[src/hdl/dos_pkg.sv]
// package for the door opener sequencer: payload types, codes and register defaults
// no dependencies; used by the interfaces and the top level
package dos_pkg;

	localparam int TIMER_BITS = 16;
	localparam int REG_BITS   = 16;
	localparam int CMP_W      = (TIMER_BITS > REG_BITS) ? TIMER_BITS : REG_BITS;

	localparam int APB_ADDR_W = 4;
	localparam int APB_DATA_W = 32;

	localparam logic [1:0] REG_MODE    = 2'd0;
	localparam logic [1:0] REG_HOLD    = 2'd1;
	localparam logic [1:0] REG_TIMEOUT = 2'd2;

	localparam logic [1:0] MODE_AUTO   = 2'd0;
	localparam logic [1:0] MODE_MANUAL = 2'd1;

	localparam logic [2:0] POS_OPEN   = 3'd1;
	localparam logic [2:0] POS_CLOSED = 3'd2;

	localparam logic [1:0]          MODE_RESET    = MODE_AUTO;
	localparam logic [REG_BITS-1:0] HOLD_RESET    = 16'd3000;
	localparam logic [REG_BITS-1:0] TIMEOUT_RESET = 16'd5000;

	typedef struct packed {
		logic [2:0] door_position;
		logic       inside_radar;
		logic       outside_radar;
		logic       inside_presence;
		logic       outside_presence;
		logic       switch_inside;
		logic       switch_outside;
		logic       lock_engaged;
	} door_item_t;

	typedef struct packed {
		logic [2:0] controller_state;
		logic       opener_request;
		logic       change_pending;
	} door_result_t;

endpackage

[src/hdl/dos_ifs.sv]
// valid/ready channel interfaces for tick items and result items
// depends on dos_pkg
interface dos_item_if;
	logic                valid;
	logic                ready;
	dos_pkg::door_item_t data;

	modport source (output valid, output data, input ready);
	modport sink (input valid, input data, output ready);
endinterface

interface dos_result_if;
	logic                  valid;
	logic                  ready;
	dos_pkg::door_result_t data;

	modport source (output valid, output data, input ready);
	modport sink (input valid, input data, output ready);
endinterface

[src/hdl/door_opener_sequencer.sv]
// door opener sequencer top level: input register, controller step, result register
// depends on dos_pkg and dos_ifs
//
// One tick item is taken per clock cycle while results are taken. An accepted
// item sits in the input register; once the result register is empty or being
// taken, the controller step (position tracking, saturating counters, six-state
// controller) is evaluated and written to the result register together with the
// state update. A result thus passes the input register and then the result
// register before it is presented. A result that waits holds the controller
// step; the input register then fills and the input stalls. Input ready follows
// result ready combinationally. The user must write registers over the APB port
// only while no tick is in flight; the block itself does not enforce this.
module door_opener_sequencer (
	input  logic                            clk,
	input  logic                            arst_n,
	dos_item_if.sink                        item_in,
	dos_result_if.source                    result_out,
	input  logic                            psel,
	input  logic                            penable,
	input  logic                            pwrite,
	input  logic [dos_pkg::APB_ADDR_W-1:0]  paddr,
	input  logic [dos_pkg::APB_DATA_W-1:0]  pwdata,
	output logic [dos_pkg::APB_DATA_W-1:0]  prdata,
	output logic                            pready
);
	import dos_pkg::*;

	typedef enum logic [2:0] {
		ST_UNDEF      = 3'd0,
		ST_OPEN_START = 3'd1,
		ST_OPEN       = 3'd2,
		ST_CLOSED     = 3'd3,
		ST_LOCKED     = 3'd4,
		ST_TRANS      = 3'd5
	} ctrl_state_t;

	localparam logic [TIMER_BITS-1:0] TIMER_MAX = '1;

	// configuration registers
	logic [1:0]          mode_q;
	logic [REG_BITS-1:0] hold_q;
	logic [REG_BITS-1:0] timeout_q;
	logic                cfg_wr;
	logic [1:0]          cfg_idx;

	// input stage
	logic       valid_s1;
	door_item_t item_s1;

	// controller state
	ctrl_state_t           ctrl_q, ctrl_d;
	logic [2:0]            prev_pos_q;
	logic                  flag_q, flag_d;
	logic [TIMER_BITS-1:0] since_change_q, since_change_d;
	logic [TIMER_BITS-1:0] since_open_q, since_open_d;

	// result stage
	logic         out_valid_q;
	door_result_t out_q;

	logic in_xfer, adv;
	logic request;

	logic [2:0]            pos;
	logic                  changed, autom, sw, trig;
	logic [TIMER_BITS-1:0] sc_inc, so_inc;

	assign pready  = 1'b1;
	assign cfg_idx = paddr[3:2];
	assign cfg_wr  = psel && penable && pwrite && pready;

	always_comb begin
		case (cfg_idx)
			REG_MODE:    prdata = APB_DATA_W'(mode_q);
			REG_HOLD:    prdata = APB_DATA_W'(hold_q);
			REG_TIMEOUT: prdata = APB_DATA_W'(timeout_q);
			default:     prdata = '0;
		endcase
	end

	assign adv           = valid_s1 && (!out_valid_q || result_out.ready);
	assign item_in.ready = !valid_s1 || adv;
	assign in_xfer       = item_in.valid && item_in.ready;

	assign result_out.valid = out_valid_q;
	assign result_out.data  = out_q;

	// controller step on the registered item
	always_comb begin
		pos     = item_s1.door_position;
		sw      = item_s1.switch_inside || item_s1.switch_outside;
		autom   = (mode_q == MODE_AUTO);
		sc_inc  = (since_change_q == TIMER_MAX) ? since_change_q : since_change_q + 1'b1;
		so_inc  = (since_open_q == TIMER_MAX) ? since_open_q : since_open_q + 1'b1;
		changed = (pos != prev_pos_q);

		since_change_d = changed ? '0 : sc_inc;
		since_open_d   = so_inc;
		flag_d         = flag_q || changed;
		ctrl_d         = ctrl_q;
		request        = 1'b0;
		trig           = 1'b0;

		if (mode_q == MODE_AUTO || mode_q == MODE_MANUAL) begin
			case (ctrl_q)
				ST_UNDEF: begin
					if (pos == POS_OPEN)
						ctrl_d = ST_OPEN_START;
					else if (pos == POS_CLOSED)
						ctrl_d = ST_CLOSED;
				end
				ST_OPEN_START: begin
					since_open_d = '0;
					ctrl_d       = ST_OPEN;
				end
				ST_OPEN: begin
					if (pos != POS_OPEN) begin
						ctrl_d = ST_UNDEF;
					end else begin
						if (autom)
							trig = !item_s1.inside_radar && !item_s1.outside_radar &&
								!item_s1.inside_presence && !item_s1.outside_presence &&
								(CMP_W'(so_inc) >= CMP_W'(hold_q));
						else
							trig = !item_s1.inside_presence && !item_s1.outside_presence && sw;
						if (trig) begin
							request = 1'b1;
							ctrl_d  = ST_TRANS;
						end
					end
				end
				ST_CLOSED: begin
					if (pos != POS_CLOSED) begin
						ctrl_d = ST_UNDEF;
					end else if (item_s1.lock_engaged) begin
						ctrl_d = ST_LOCKED;
					end else begin
						trig = autom ? (item_s1.inside_radar || item_s1.outside_radar) : sw;
						if (trig) begin
							request = 1'b1;
							ctrl_d  = ST_TRANS;
						end
					end
				end
				ST_LOCKED: begin
					if (pos != POS_CLOSED)
						ctrl_d = ST_UNDEF;
					else if (!item_s1.lock_engaged)
						ctrl_d = ST_CLOSED;
				end
				ST_TRANS: begin
					if (flag_d || (CMP_W'(since_change_d) >= CMP_W'(timeout_q))) begin
						if (pos == POS_OPEN)
							ctrl_d = ST_OPEN_START;
						else if (pos == POS_CLOSED)
							ctrl_d = ST_CLOSED;
					end
				end
				default: ctrl_d = ST_UNDEF;
			endcase
			if (request) begin
				flag_d         = 1'b0;
				since_change_d = '0;
			end
		end
	end

	always_ff @(posedge clk or negedge arst_n) begin
		if (!arst_n) begin
			mode_q         <= MODE_RESET;
			hold_q         <= HOLD_RESET;
			timeout_q      <= TIMEOUT_RESET;
			valid_s1       <= 1'b0;
			out_valid_q    <= 1'b0;
			ctrl_q         <= ST_UNDEF;
			prev_pos_q     <= '0;
			flag_q         <= 1'b0;
			since_change_q <= '0;
			since_open_q   <= '0;
		end else begin
			if (cfg_wr) begin
				case (cfg_idx)
					REG_MODE:    mode_q    <= pwdata[1:0];
					REG_HOLD:    hold_q    <= pwdata[REG_BITS-1:0];
					REG_TIMEOUT: timeout_q <= pwdata[REG_BITS-1:0];
					default: ;
				endcase
			end
			if (in_xfer)
				valid_s1 <= 1'b1;
			else if (adv)
				valid_s1 <= 1'b0;
			if (adv)
				out_valid_q <= 1'b1;
			else if (result_out.ready)
				out_valid_q <= 1'b0;
			if (adv) begin
				ctrl_q         <= ctrl_d;
				prev_pos_q     <= pos;
				flag_q         <= flag_d;
				since_change_q <= since_change_d;
				since_open_q   <= since_open_d;
			end
		end
	end

	// payload registers
	always_ff @(posedge clk) begin
		if (in_xfer)
			item_s1 <= item_in.data;
		if (adv) begin
			out_q.controller_state <= ctrl_d;
			out_q.opener_request   <= request;
			out_q.change_pending   <= flag_d;
		end
	end

	a_req_enters_trans: assert property (@(posedge clk) disable iff (!arst_n)
		out_valid_q && out_q.opener_request |-> out_q.controller_state == ST_TRANS)
		else $error("opener request without transition state");

	a_req_clears_pending: assert property (@(posedge clk) disable iff (!arst_n)
		out_valid_q && out_q.opener_request |-> !out_q.change_pending)
		else $error("change pending set on request");

	a_frozen_holds_state: assert property (@(posedge clk) disable iff (!arst_n)
		adv && mode_q[1] |=> $stable(ctrl_q))
		else $error("controller moved in frozen mode");

	a_frozen_no_request: assert property (@(posedge clk) disable iff (!arst_n)
		adv && mode_q[1] |=> !out_q.opener_request)
		else $error("request raised in frozen mode");

endmodule
[src/flat_wrapper.sv]
// flat-port wrapper written by rule: the top's interface ports become plain ports
module door_opener_sequencer_flat import dos_pkg::*;
  (clk, arst_n, psel, penable, pwrite, paddr, pwdata, prdata, pready, item_in_valid, item_in_data, item_in_ready, result_out_valid, result_out_data, result_out_ready);
  dos_item_if item_in_i ();
  dos_result_if result_out_i ();
  input  logic clk;
  input  logic arst_n;
  input  logic psel;
  input  logic penable;
  input  logic pwrite;
  input  logic [dos_pkg::APB_ADDR_W-1:0] paddr;
  input  logic [dos_pkg::APB_DATA_W-1:0] pwdata;
  output logic [dos_pkg::APB_DATA_W-1:0] prdata;
  output logic pready;
  input wire logic [$bits(item_in_i.valid)-1:0] item_in_valid;
  input wire logic [$bits(item_in_i.data)-1:0] item_in_data;
  output wire logic [$bits(item_in_i.ready)-1:0] item_in_ready;
  output wire logic [$bits(result_out_i.valid)-1:0] result_out_valid;
  output wire logic [$bits(result_out_i.data)-1:0] result_out_data;
  input wire logic [$bits(result_out_i.ready)-1:0] result_out_ready;
  assign item_in_i.valid = item_in_valid;
  assign item_in_i.data = item_in_data;
  assign item_in_ready = item_in_i.ready;
  assign result_out_valid = result_out_i.valid;
  assign result_out_data = result_out_i.data;
  assign result_out_i.ready = result_out_ready;
  door_opener_sequencer u_core (.clk(clk), .arst_n(arst_n), .item_in(item_in_i), .result_out(result_out_i), .psel(psel), .penable(penable), .pwrite(pwrite), .paddr(paddr), .pwdata(pwdata), .prdata(prdata), .pready(pready));
endmodule
[config.mk]
export PLATFORM = sky130hd
export DESIGN_NAME = door_opener_sequencer_flat
export DESIGN_NICKNAME = d
export VERILOG_FILES = /design/src/hdl/dos_pkg.sv /design/src/hdl/dos_ifs.sv /design/src/hdl/door_opener_sequencer.sv /design/src/flat_wrapper.sv
export SDC_FILE = /design/constraint.sdc
export NUM_CORES = 1
export LEC_CHECK = 0
export ABC_CLOCK_PERIOD_IN_PS = 4370
export BUFFER_PORTS_ARGS = -buffer_cell sky130_fd_sc_hd__buf_4
export CAP_MARGIN = 0
export CORE_ASPECT_RATIO = 1.75
export CORE_MARGIN = 3
export CORE_UTILIZATION = 35
export DETAILED_ROUTE_END_ITERATION = 6
export PLACE_DENSITY = 0.65
export SYNTH_ARGS = -nofsm -noshare
export SYNTH_HDL_FRONTEND = slang
export SYNTH_SLANG_ARGS = --single-unit
[constraint.sdc]
create_clock -name clk -period 4.37 [get_ports clk]
set_input_delay 0.6555 -clock clk [delete_from_list [all_inputs] [get_ports clk]]
set_output_delay 0.6555 -clock clk [all_outputs]
set_load 0.01 [all_outputs]
==> flow_metrics.env <==
export IMPL_reg2reg_from="u_core.since_open_q[3]$_DFFE_PN0P_"
export IMPL_synth_ff_type="dfrtp_1"
export IMPL_fin_nets=804
export IMPL_setup_viol=0
export IMPL_async_reset_ff_share_pct=83.33
export IMPL_synth_xor_area_share_pct=3.450
export IMPL_postCtsHoldBufs=0
export IMPL_fp_dieH_um=176.9
export IMPL_initial_core_util_pct=36.25
export IMPL_yosys_area_share_simple_pct=19.89
export IMPL_multiInputGateArea_sq_mm=0.003169
export IMPL_cts_buffer_depth=2
export IMPL_synth_top_family_by_area="compound AO/OA/AOI/OAI gates"
export IMPL_cp_cell_sequence="and4_1, nand4_1, nor4_1, mux2_2, ha_1, nand4_1, nor3_1, or4_1, a221o_2, or4_1, o21ai_1"
export IMPL_area_delta_synth_final_pct=15.97
export IMPL_ir_drop_uv=175.2
export IMPL_slew_violations=0
export IMPL_ys_seq_area_share_pct=40.12
export IMPL_ctsResizeCount=0
export IMPL_antenna_found_initial=0
export IMPL_fp_dieW_um=103.6
export IMPL_yosysUniqueCellTypes=62
export IMPL_root_buffer="clkbuf_16"
export IMPL_worst_skew_pair_late_latency_ns=0.34
export IMPL_cts_tree="done"
export IMPL_critPathMaxStageDelay_ns=0.54
export IMPL_crit_slowest_cell="or4_1"
export IMPL_grt_max_degree=76
export IMPL_finalInstanceArea_sq_mm=0.006770
export IMPL_post_cts_buffers=0
export IMPL_drt_pass1_iter_count=5
export IMPL_rows=61
export IMPL_worst_ep_arrival_time_ns=4.32
export IMPL_slew_headroom_pct=33.38
export IMPL_avgSynthCellArea_sq_um=8.753
export IMPL_place_congestion=0.8951
export IMPL_start_kind="flip-flop"
export IMPL_synth_top_area_cell="dfrtp_1"
export IMPL_grt_pass1_wl_mm=25.03
export IMPL_via_per_inst=5.306
export IMPL_power_leakage_uw=0.002962
export IMPL_drive_gt1_share_pct=16.07
export IMPL_min_period_ns=4.060
export IMPL_rsz0062_at_grt="false"
export IMPL_n_antenna_cell=0
export IMPL_outcome="finished, final reports clean"
export IMPL_end_kind="flip-flop"
export IMPL_drc=0
export IMPL_synth_edf_count=15
export IMPL_die_area_sq_mm=0.01833
export IMPL_fin_crit_sh_pct=92.91
export IMPL_drt_wl_total_mm=15.48
export IMPL_criticalPathCategory="flip-flop to flip-flop"
export IMPL_max_freq_ghz=0.2463
export IMPL_synth_adder_area_share_pct=7.287
export IMPL_synth_warnings=0
export IMPL_numCtsBuffers=9
export IMPL_antenna_left=0
export IMPL_fillers=1601
export IMPL_core_area_sq_mm=0.01610
export IMPL_cts_clk_slew_worst_paths_ns=0.07
export IMPL_synth_compound_area_share_pct=20.47
export IMPL_crit_required_ns=4.63
export IMPL_drv_cap=0
export IMPL_portBuffers=57
export IMPL_yosysTopAreaCellShare_pct=27.00
export IMPL_grt_overflow=0
export IMPL_io_pins=93
export IMPL_startpoint="u_core.since_open_q[3]$_DFFE_PN0P_"
export IMPL_synth_cells=667
export IMPL_syn_area_sq_mm=0.005838
export IMPL_synthMuxAreaShare_pct=1.843
export IMPL_synth_seq_cells=90
export IMPL_h_tree_depth=3
export IMPL_clock_sinks=90
export IMPL_layout_area_seq_sq_mm=0.002342
export IMPL_finalSetupTns_ns=0
export IMPL_drtIter0Drc=268
export IMPL_cp_num_buf_inv=0
export IMPL_grt_usage_pct=17.20
export IMPL_power_density_mw_per_mm2=384.8
export IMPL_placed_cell_area_sq_mm=0.006470
export IMPL_cp_top_family="simple AND/OR/NAND/NOR gates"
export IMPL_hold_path_class="input port to async pin"
export IMPL_finalHoldViolations=0
export IMPL_tightest_slew_ns=0.9993
export IMPL_hpwl_mm=11.60
export IMPL_grt_pass1_vias=4935
export IMPL_wl_per_cell_um=16.43
export IMPL_cp_max_fo=9
export IMPL_num_vias=4998
export IMPL_synthTopCellsByArea="dfrtp_1, edfxtp_1, ha_1, nand2_1, dfstp_2"
export IMPL_finClkSkew_ns=0.009085
## sequential cells by signal (all words and copies together), names as in the netlist
name	cells
u_core.timeout_q	16
u_core.item_s1	7
u_core.since_change_q	16
u_core.hold_q	16
u_core.result_out.valid	1
u_core.ctrl_q	3
u_core.result_out.data	5
u_core.prev_pos_q	3
u_core.valid_s1	1
u_core.mode_q	2
u_core.pos	3
u_core.since_open_q	16
u_core.flag_q	1
## power by group
part	internal, uW	total [uW]	switching (uW)
clock	451	784	332
sequential	1000	1120	121
combinational	291	698	407
## stage by stage
step	power [uW]	instances	hold WS [ns]	util [%]	worst slack, ns
after detailed placement	1839	926	0.4797	40.18	0.3578
after CTS	2628	942	0.4786	42.04	0.3210
after global routing	2770	942	0.4747	42.04	0.09138
final	2605	942	0.4605	42.04	0.3100
after floorplan	1581	682	0.3599	-	0.6599
after global placement	1823	926	0.4790	40.18	0.3810
## layout make-up
class	instances	share of cell area, %
multi-input cells	507	46.81
flip-flops and latches	90	34.60
repair buffers	73	8.095
clock buffers	13	4.158
well taps	220	4.066
inverters	36	1.996
clock inverters	3	0.2772
## layer usage
metal / up-vias / routed length, um / GRT usage [%] / part of all wire (%)
met5: - / 0 / 0 / 0
met2: 145 / 8425 / 32.65 / 54
met1: 2362 / 5941 / 19.12 / 38
li1: 2460 / - / - / -
met3: 31 / 643 / 2.264 / 4.2
met4: 0 / 469 / 7.432 / 3.0
## synthesized netlist by cell type, types with 3 or more instances
master	count
a31oi_1	7
mux2_2	6
a221o_1	5
nand3_1	14
nor2b_1	3
o21a_1	5
o21ai_0	55
buf_4	17
nand2_1	91
and3_1	9
and2_1	7
and4_1	4
o31a_1	3
mux2i_1	4
a21o_1	5
dfrtp_1	63
clkbuf_1	28
a2111oi_0	5
nor4_1	5
o211ai_1	4
or4_1	5
xor2_1	11
or3_1	5
o2111ai_1	3
or2_2	5
a211oi_1	5
a22o_1	17
nor2_1	43
nand4_1	8
nor3_1	18
nand2b_1	14
o31ai_1	9
dfstp_2	12
xnor2_1	12
ha_1	34
edfxtp_1	15
o41ai_1	5
a21oi_1	40
inv_1	36
## final timing paths
check / end / slack, ns / cells after the start
max in group asynchronous: u_core.since_open_q[13]$_DFFE_PN0P_ / 3.25 / 1
max: u_core.since_change_q[15]$_DFFE_PN0P_ / 0.31 / 11
min in group clk: u_core.pos[2]$_DFFE_PP_ / 0.49 / 1
min: u_core.since_change_q[9]$_DFFE_PN0P_ / 0.46 / 1
min reg2reg: u_core.result_out.valid$_DFFE_PN0P_ / 0.50 / 1
max reg2reg: u_core.since_change_q[15]$_DFFE_PN0P_ / 0.31 / 11
## cells in the final DEF, fill, tap and decap left out, drive strengths merged, types with 5 or more instances in the layout
master,instances
ha,34
edfxtp,15
o41ai,5
or2,5
a221o,6
and3,9
nand4,8
a21o,5
nor3,18
dfstp,12
or4,6
nand3,14
a211oi,5
nor4,5
o21a,5
nor2,43
clkbuf,13
nand2,91
o31ai,9
o21ai,57
mux2,6
and2,8
dfrtp,63
nand2b,14
conb,17
a21oi,40
xnor2,12
inv,37
a22o,17
a2111oi,5
xor2,11
a31oi,7
or3,5
buf,73
## cell families (layout without fill, tap and decap cells)
kind of cell | count (synthesis) | after routing
other | 2 | 17
AO/OA/AOI/OAI | 183 | 183
AND/OR/NAND/NOR | 240 | 240
adder cells (fa/ha/maj) | 34 | 34
flip-flops | 90 | 90
XOR/XNOR | 23 | 23
buffers and inverters | 85 | 125
multiplexers | 10 | 10
No activity file was read; power rests on OpenSTA's default activity.
